$ cat config.mk
export PLATFORM = sky130hd
export DESIGN_NAME = csv_field_tokenizer
export DESIGN_NICKNAME = d
export VERILOG_FILES = /design/src/rtl/core/cft_pkg.sv /design/src/rtl/core/cft_cfg.sv /design/src/rtl/core/cft_step.sv /design/src/rtl/core/csv_field_tokenizer.sv
export SDC_FILE = /design/constraint.sdc
export NUM_CORES = 1
export LEC_CHECK = 0
export BUFFER_PORTS_ARGS = -buffer_cell sky130_fd_sc_hd__buf_2
export CORE_ASPECT_RATIO = 1.25
export CORE_MARGIN = 1.5
export CORE_UTILIZATION = 45
export DETAILED_ROUTE_END_ITERATION = 8
export PLACE_DENSITY = 0.66
export SLEW_MARGIN = 25
export SYNTH_ARGS = -nofsm -noshare
export SYNTH_HDL_FRONTEND = slang
export SYNTH_SLANG_ARGS = --single-unit
$ cat constraint.sdc
create_clock -name clk_i -period 3.5 [get_ports clk_i]
set_input_delay 0.525 -clock clk_i [delete_from_list [all_inputs] [get_ports clk_i]]
set_output_delay 0.525 -clock clk_i [all_outputs]
set_load 0.05 [all_outputs]
$ cat src/rtl/core/cft_pkg.sv
// types, constants and register indexes shared by the csv field tokenizer
`default_nettype none

package cft_pkg;

  localparam int unsigned CharW     = 8;
  localparam int unsigned CountW    = 8;
  localparam int unsigned CfgIdxW   = 1;
  localparam int unsigned CfgDataW  = 8;

  // field count saturates at the lesser of the field limit and the count range
  localparam int unsigned MaxFields = 255;
  localparam int unsigned CountMax  = (1 << CountW) - 1;
  localparam int unsigned FieldCap  = (MaxFields < CountMax) ? MaxFields : CountMax;

  localparam logic [CharW-1:0] SepReset   = 8'd44;
  localparam logic [CharW-1:0] QuoteReset = 8'd34;

  typedef enum logic [CfgIdxW-1:0] {
    CfgSeparator = 1'b0,
    CfgQuote     = 1'b1
  } cfg_reg_e;

  typedef struct packed {
    logic [CharW-1:0] ch;
    logic             end_of_line;
  } in_item_t;

  typedef struct packed {
    logic              char_valid;
    logic [CharW-1:0]  out_char;
    logic              field_end;
    logic              field_empty;
    logic              line_done;
    logic [CountW-1:0] field_total;
    logic              parse_error;
  } out_item_t;

  typedef struct packed {
    logic              at_line_start;
    logic              at_field_start;
    logic              in_quoted_field;
    logic              quote_pending;
    logic              field_has_data;
    logic              error_seen;
    logic [CountW-1:0] field_counter;
  } line_state_t;

  typedef struct packed {
    logic [CharW-1:0] separator_char;
    logic [CharW-1:0] quote_char;
  } cfg_t;

  localparam line_state_t LineReset = '{
    at_line_start:   1'b1,
    at_field_start:  1'b1,
    in_quoted_field: 1'b0,
    quote_pending:   1'b0,
    field_has_data:  1'b0,
    error_seen:      1'b0,
    field_counter:   '0
  };

endpackage

`default_nettype wire

$ cat src/rtl/core/cft_cfg.sv
// separator and quote configuration registers
`default_nettype none

module cft_cfg (
  input  wire logic                          clk_i,
  input  wire logic                          rst_ni,
  input  wire logic                          cfg_we_i,
  input  wire logic [cft_pkg::CfgIdxW-1:0]   cfg_idx_i,
  input  wire logic [cft_pkg::CfgDataW-1:0]  cfg_wdata_i,
  output cft_pkg::cfg_t                      cfg_o
);

  cft_pkg::cfg_t cfg_q, cfg_d;

  always_comb begin
    cfg_d = cfg_q;
    if (cfg_we_i) begin
      case (cft_pkg::cfg_reg_e'(cfg_idx_i))
        cft_pkg::CfgSeparator: cfg_d.separator_char = cfg_wdata_i[cft_pkg::CharW-1:0];
        cft_pkg::CfgQuote:     cfg_d.quote_char     = cfg_wdata_i[cft_pkg::CharW-1:0];
        default:               cfg_d = cfg_q;
      endcase
    end
  end

  always_ff @(posedge clk_i or negedge rst_ni) begin
    if (!rst_ni) begin
      cfg_q.separator_char <= cft_pkg::SepReset;
      cfg_q.quote_char     <= cft_pkg::QuoteReset;
    end else begin
      cfg_q <= cfg_d;
    end
  end

  assign cfg_o = cfg_q;

endmodule

`default_nettype wire

$ cat src/rtl/core/cft_step.sv
// per-character tokenizer step: next line state and one result item
`default_nettype none

module cft_step #(
  parameter int unsigned MaxFields = cft_pkg::MaxFields
) (
  input  wire cft_pkg::cfg_t        cfg_i,
  input  wire cft_pkg::line_state_t state_i,
  input  wire cft_pkg::in_item_t    item_i,
  output cft_pkg::line_state_t      state_o,
  output cft_pkg::out_item_t        result_o
);

  // field count saturates at the lesser of the field limit and the count range
  localparam int unsigned FieldCap =
    (MaxFields < cft_pkg::CountMax) ? MaxFields : cft_pkg::CountMax;

  logic is_sep, is_q, eol;
  logic close_now;
  cft_pkg::line_state_t s;
  cft_pkg::out_item_t   o;

  assign is_sep = (item_i.ch == cfg_i.separator_char);
  assign is_q   = (item_i.ch == cfg_i.quote_char);
  assign eol    = item_i.end_of_line;

  always_comb begin
    s         = state_i;
    o         = '0;
    close_now = 1'b0;

    if (s.at_field_start) begin
      if (is_sep) begin
        // leading separator is malformed
        if (s.at_line_start) s.error_seen = 1'b1;
        s.field_has_data = 1'b0;
        close_now = 1'b1;
        if (eol) s.error_seen = 1'b1;
      end else if (is_q) begin
        s.in_quoted_field = 1'b1;
        s.field_has_data  = 1'b0;
        s.at_field_start  = 1'b0;
      end else begin
        o.char_valid     = 1'b1;
        o.out_char       = item_i.ch;
        s.field_has_data = 1'b1;
        s.at_field_start = 1'b0;
      end
    end else if (s.quote_pending) begin
      s.quote_pending = 1'b0;
      if (is_sep) begin
        if (!s.in_quoted_field) s.error_seen = 1'b1;
        close_now = 1'b1;
        if (eol) s.error_seen = 1'b1;
      end else if (is_q) begin
        // doubled quote
        o.char_valid     = 1'b1;
        o.out_char       = cfg_i.quote_char;
        s.field_has_data = 1'b1;
      end else begin
        // stray quote, byte goes through
        s.error_seen     = 1'b1;
        o.char_valid     = 1'b1;
        o.out_char       = item_i.ch;
        s.field_has_data = 1'b1;
      end
    end else if (s.in_quoted_field) begin
      if (is_q) begin
        s.quote_pending = 1'b1;
      end else begin
        o.char_valid     = 1'b1;
        o.out_char       = item_i.ch;
        s.field_has_data = 1'b1;
      end
    end else begin
      if (is_sep) begin
        close_now = 1'b1;
        if (eol) s.error_seen = 1'b1;
      end else if (is_q) begin
        s.quote_pending = 1'b1;
      end else begin
        o.char_valid     = 1'b1;
        o.out_char       = item_i.ch;
        s.field_has_data = 1'b1;
      end
    end
    s.at_line_start = 1'b0;

    // line end closes a still open field
    if (eol && !close_now) begin
      if (s.quote_pending) begin
        if (!s.in_quoted_field) s.error_seen = 1'b1;
      end else if (s.in_quoted_field) begin
        s.error_seen = 1'b1;
      end
      close_now = 1'b1;
    end

    if (close_now) begin
      o.field_end   = s.field_has_data;
      o.field_empty = !s.field_has_data;
      if (s.field_counter < cft_pkg::CountW'(FieldCap)) begin
        s.field_counter = s.field_counter + cft_pkg::CountW'(1);
      end
      s.field_has_data  = 1'b0;
      s.in_quoted_field = 1'b0;
      s.quote_pending   = 1'b0;
      s.at_field_start  = 1'b1;
    end

    o.parse_error = s.error_seen;
    if (eol) begin
      o.line_done   = 1'b1;
      o.field_total = s.field_counter;
      s             = cft_pkg::LineReset;
    end
  end

  assign state_o  = s;
  assign result_o = o;

endmodule

`default_nettype wire

$ cat src/rtl/core/csv_field_tokenizer.sv
// top level of the streaming csv field tokenizer
//
// usage:
//   input channel: one raw byte per transfer plus an end-of-line flag. a
//   transfer happens at a rising edge with in_valid_i high and in_stall_o low.
//   output channel: one result item per input item, in order: content byte
//   with char_valid, field end / empty field marks, line_done with the field
//   count, and the sticky parse error of the line so far.
//   config port: cfg_we_i writes cfg_wdata_i to register cfg_idx_i
//   (0 separator, 1 quote) at the edge; write only while the block is idle.
//   path: a byte taken from the input moves into the input register and then
//   into the result register (one input register, one result register).
//   throughput: one byte per cycle while the output is not stalled; the state
//   update between the input register and the result register is combinational.
//   reset: line state returns to line start, separator 44, quote 34.
//   stall: a held result keeps its value; the input register still takes one
//   more byte, and in_stall_o rises only once both registers are full.
`default_nettype none

module csv_field_tokenizer #(
  parameter int unsigned MaxFields = cft_pkg::MaxFields
) (
  input  wire logic                          clk_i,
  input  wire logic                          rst_ni,
  input  wire logic                          in_valid_i,
  output logic                               in_stall_o,
  input  wire cft_pkg::in_item_t             in_data_i,
  output logic                               out_valid_o,
  input  wire logic                          out_stall_i,
  output cft_pkg::out_item_t                 out_data_o,
  input  wire logic                          cfg_we_i,
  input  wire logic [cft_pkg::CfgIdxW-1:0]   cfg_idx_i,
  input  wire logic [cft_pkg::CfgDataW-1:0]  cfg_wdata_i
);

  cft_pkg::cfg_t        cfg;
  cft_pkg::line_state_t state_q, state_d;
  cft_pkg::out_item_t   step_result;

  // input register
  logic                 in_valid_q;
  cft_pkg::in_item_t    in_data_q;
  // result register
  logic                 out_valid_q;
  cft_pkg::out_item_t   out_data_q;

  logic advance;
  logic in_take;

  cft_cfg u_cfg (
    .clk_i       (clk_i),
    .rst_ni      (rst_ni),
    .cfg_we_i    (cfg_we_i),
    .cfg_idx_i   (cfg_idx_i),
    .cfg_wdata_i (cfg_wdata_i),
    .cfg_o       (cfg)
  );

  cft_step #(
    .MaxFields (MaxFields)
  ) u_step (
    .cfg_i    (cfg),
    .state_i  (state_q),
    .item_i   (in_data_q),
    .state_o  (state_d),
    .result_o (step_result)
  );

  // item moves into the result register when that slot is free or draining
  assign advance    = in_valid_q && (!out_valid_q || !out_stall_i);
  assign in_stall_o = in_valid_q && !advance;
  assign in_take    = in_valid_i && !in_stall_o;

  always_ff @(posedge clk_i or negedge rst_ni) begin
    if (!rst_ni) begin
      in_valid_q  <= 1'b0;
      out_valid_q <= 1'b0;
      state_q     <= cft_pkg::LineReset;
    end else begin
      if (in_take) begin
        in_valid_q <= 1'b1;
      end else if (advance) begin
        in_valid_q <= 1'b0;
      end
      if (advance) begin
        out_valid_q <= 1'b1;
        state_q     <= state_d;
      end else if (!out_stall_i) begin
        out_valid_q <= 1'b0;
      end
    end
  end

  // payload registers
  always_ff @(posedge clk_i) begin
    if (in_take) in_data_q <= in_data_i;
    if (advance) out_data_q <= step_result;
  end

  assign out_valid_o = out_valid_q;
  assign out_data_o  = out_data_q;

`ifndef NO_ASSERTIONS
  // a finished line leaves the state at line start
  a_line_reset : assert property (@(posedge clk_i) disable iff (!rst_ni)
    advance && in_data_q.end_of_line |=> state_q == cft_pkg::LineReset)
    else $error("line state not cleared after line end");

  // error stays set until the line ends
  a_err_sticky : assert property (@(posedge clk_i) disable iff (!rst_ni)
    advance && !in_data_q.end_of_line && state_q.error_seen |=> state_q.error_seen)
    else $error("sticky error dropped within a line");

  // a field closes as either empty or non-empty, never both
  a_close_kind : assert property (@(posedge clk_i) disable iff (!rst_ni)
    out_valid_o |-> !(out_data_o.field_end && out_data_o.field_empty))
    else $error("field marked both empty and non-empty");

  // a content byte never comes with an empty field mark
  a_char_empty : assert property (@(posedge clk_i) disable iff (!rst_ni)
    out_valid_o && out_data_o.char_valid |-> !out_data_o.field_empty)
    else $error("content byte on an empty field");
`endif

endmodule

`default_nettype wire

==> impl_metrics.env <==
export IMPL_rows=33
export IMPL_status="completed"
export IMPL_place_ws_ns=1.20
export IMPL_cp_slowest_stage_delay_ns=0.48
export IMPL_setup_viol=0
export IMPL_vias_per_cell=5.59
export IMPL_drc=0
export IMPL_start_util_pct=46.1
export IMPL_synthArstFlopShare_pct=51.6
export IMPL_start_kind="register"
export IMPL_end_kind="register"
export IMPL_ys_ff_latch=62
export IMPL_globalplace_congestion=0.938
export IMPL_netlist_area_um2=2990
export IMPL_wl_per_cell_um=15.8
export IMPL_rsz0062_at_grt="no"
export IMPL_num_fill_cells=564
export IMPL_io_pins=46
export IMPL_dp_hpwl_um=4360
export IMPL_cts_setup_buffers=0
export IMPL_max_cap_viol_count=0
export IMPL_io_buffers=45
export IMPL_syn_num_nets=274
export IMPL_power_uw=2110
export IMPL_fin_ws_ns=1.32
export IMPL_cts_resized=0
export IMPL_nNetsFinal=325
export IMPL_finalCritPeriodShare_pct=62.2
export IMPL_p_clk_share_pct=36.7
export IMPL_clk_path_buf_depth=2
export IMPL_root_buffer="clkbuf_8"
export IMPL_worstPathMaxFanout=8
export IMPL_maxSlewHeadroom_pct=47.4
export IMPL_whs_ns=0.240
export IMPL_arrival_ns=2.26
export IMPL_drt_pass1_iter_count=4
export IMPL_drv_slew=0
export IMPL_grt_ovfl_total=0
export IMPL_cts_buffers=9
export IMPL_final_core_util_pct=54.9
export IMPL_num_antenna_cells=0
export IMPL_worstMarginPinSlew_ns=0.788
export IMPL_antenna_found_initial=0
export IMPL_grt_pass1_wl_um=10100
export IMPL_hold_violations=0
export IMPL_multiInputGateArea_um2=1210
export IMPL_cts_hold_buffers=0
export IMPL_dr_total_vias=2197
export IMPL_crit_chain="xor2_1 -> nor4_2 -> nand2_2 -> a221oi_1 -> nor2_1"
export IMPL_die_area_um2=7140
export IMPL_power_share_switching_pct=29.4
export IMPL_total_leakage_power_uw=0.00140
export IMPL_track_usage_pct=19.4
export IMPL_ant_nets=0
export IMPL_fmax_mhz=459
export IMPL_critical_path_class="register to register"
export IMPL_routed_wl_um=6210
export IMPL_synthCells=250
export IMPL_yosys_warnings=0
export IMPL_synth_enable_flop_cells=30
export IMPL_clock_sinks=62
export IMPL_tritoncts="done"
export IMPL_cpMaxStageDelayCell="a221oi_1"
export IMPL_first_global_vias=2090
export IMPL_cellPowerDensity_nw_per_um2=592
export IMPL_fin_crit_ns=2.18
export IMPL_clkSlewWorstSetupHoldPaths_ns=0.07
export IMPL_peakVddDrop_uv=388
export IMPL_synth_ff_type="edfxtp_1"
export IMPL_power_switching_uw=620
export IMPL_clock_latency_ns=0.35
export IMPL_ff_latch_area_um2=1710
export IMPL_first_iter_violations=112
export IMPL_h_tree_depth=3
export IMPL_layout_drive_gt1_share_pct=31.7
export IMPL_required_ns=3.59
export IMPL_dieHeight_um=94.1
export IMPL_combPwrFrac_pct=17.3
export IMPL_area_delta_synth_final_pct=19.1
export IMPL_hold_path_class="primary input to async pin"
export IMPL_ys_seq_area_share_pct=57.3
export IMPL_power_frac_seq_pct=46.0
export IMPL_die_w_um=75.9
export IMPL_avgSynthCellArea_um2=11.9
export IMPL_finalSetupTns_ns=0
export IMPL_synth_distinct_cells=46
export IMPL_core_area_um2=6480
export IMPL_grt_max_degree=33
export IMPL_p_int_uw=1490
export IMPL_finClkSkew_ns=0.00907
-- Yosys cell counts, types with 2 or more instances --
master | n | area share [%]
and2_1 | 3 | 0.63
nor4_1 | 2 | 0.42
nand2_1 | 19 | 2.4
or4_1 | 2 | 0.50
a31oi_1 | 3 | 0.63
nor4_2 | 2 | 0.84
dfstp_2 | 7 | 6.2
clkbuf_1 | 5 | 0.63
a21oi_1 | 10 | 1.7
nor2b_1 | 2 | 0.42
o211ai_1 | 2 | 0.50
mux2_2 | 16 | 6.0
edfxtp_1 | 30 | 30
xnor2_1 | 8 | 2.3
nand2b_1 | 4 | 0.84
o31ai_1 | 4 | 1.0
buf_2 | 4 | 0.67
and4_1 | 3 | 0.88
nand3_1 | 7 | 1.2
o311ai_0 | 7 | 2.1
o21ai_0 | 9 | 1.5
nor3_1 | 6 | 1.0
xor2_1 | 8 | 2.3
a22o_1 | 8 | 2.3
a211oi_1 | 5 | 1.3
or3_1 | 7 | 1.5
nor2_1 | 12 | 1.5
inv_1 | 8 | 1.0
a22o_2 | 2 | 0.67
a2111oi_0 | 2 | 0.59
nand4_1 | 4 | 0.84
dfrtp_1 | 25 | 21
-- cell families after synthesis --
group           synth area share, %
xor+xnor                       4.69
compound gates                 14.4
flops                          57.3
mux                            6.54
buf+inv                        2.30
fa+ha+maj                     0.419
simple gates                   14.4
-- worst paths after layout --
| check | start | endpoint | slack (ns) | cells past startpoint |
|---|---|---|---|---|
| worst max register to register | in_data_q[8] | out_data_o[11] | 1.32 | 5 |
| worst min register to register | in_valid_q | out_valid_o | 0.49 | 1 |
| max in group asynchronous | rst_ni | u_cfg.cfg_o[0] | 2.77 | 1 |
| worst max-delay path | in_data_q[8] | out_data_o[11] | 1.32 | 5 |
| worst min-delay path | rst_ni | u_cfg.cfg_o[14] | 0.24 | 1 |
| min in group clk_i | in_data_i[3] | in_data_q[3] | 0.34 | 1 |
-- power by group through the flow --
| stage | Clock (uW) | Combinational, uW | Sequential [uW] |
|---|---|---|---|
| CTS | 786 | 369 | 969 |
| detailed placement | 0 | 366 | 983 |
| global placement | 0 | 358 | 979 |
| global route | 817 | 401 | 986 |
| finish | 772 | 365 | 970 |
| floorplan | 0 | 195 | 1050 |
-- metrics by stage --
stage          area, um^2  instances
2_1_floorplan        2990        250
4_1_cts              3560        393
3_5_place_dp         3310        377
5_1_grt              3560        393
6_report             3560        393
3_3_place_gp         3310        377
-- state kept, by name, summed over array words and instances, names as in the netlist --
name	flops
out_data_o	21
in_valid_q	1
state_q	14
u_cfg.cfg_o	16
out_valid_o	1
in_data_q	9
-- worst max-delay path, delay by kind of cell (launching register included) --
kind | cells | cell delay [ns]
DFF | 1 | 0.44
and+or+nand+nor | 3 | 0.79
AOI/OAI and AO/OA | 1 | 0.48
xor gates and xnor gates | 1 | 0.19
-- routing by layer --
layer | part of all wire [%] | up-vias | track usage, %
li1 | - | 1060 | -
met1 | 41 | 1062 | 22.9
met2 | 52 | 64 | 32.2
met3 | 4.6 | 11 | 6.01
met4 | 2.0 | 0 | 7.74
met5 | 0 | - | 0
-- layout by cell type (no fill, tap or decap), types with 3 or more instances in the layout --
cell	count
nand2_1	19
o311ai_0	7
nand3_1	7
clkbuf_8	9
dfrtp_1	25
inv_1	8
buf_2	45
nor3_1	6
and4_1	3
or3_1	7
nand2b_1	4
o21ai_0	9
bufinv_16	3
dfstp_2	7
a31oi_1	3
a22o_1	8
a21oi_1	10
nand4_1	4
xnor2_1	8
buf_4	4
a211oi_1	5
and2_1	3
nor2_1	12
xor2_1	8
mux2_2	16
edfxtp_1	30
o31ai_1	4
-- final cells by class --
class / count / area share (%)
Clock inverter: 7 / 3.45
Sequential cell: 62 / 48.1
Clock buffer: 9 / 3.48
Timing Repair Buffer: 49 / 7.17
Tap cell: 87 / 3.06
Multi-Input combinational cell: 171 / 33.9
Inverter: 8 / 0.844
Power figures use the tool's default switching activity.
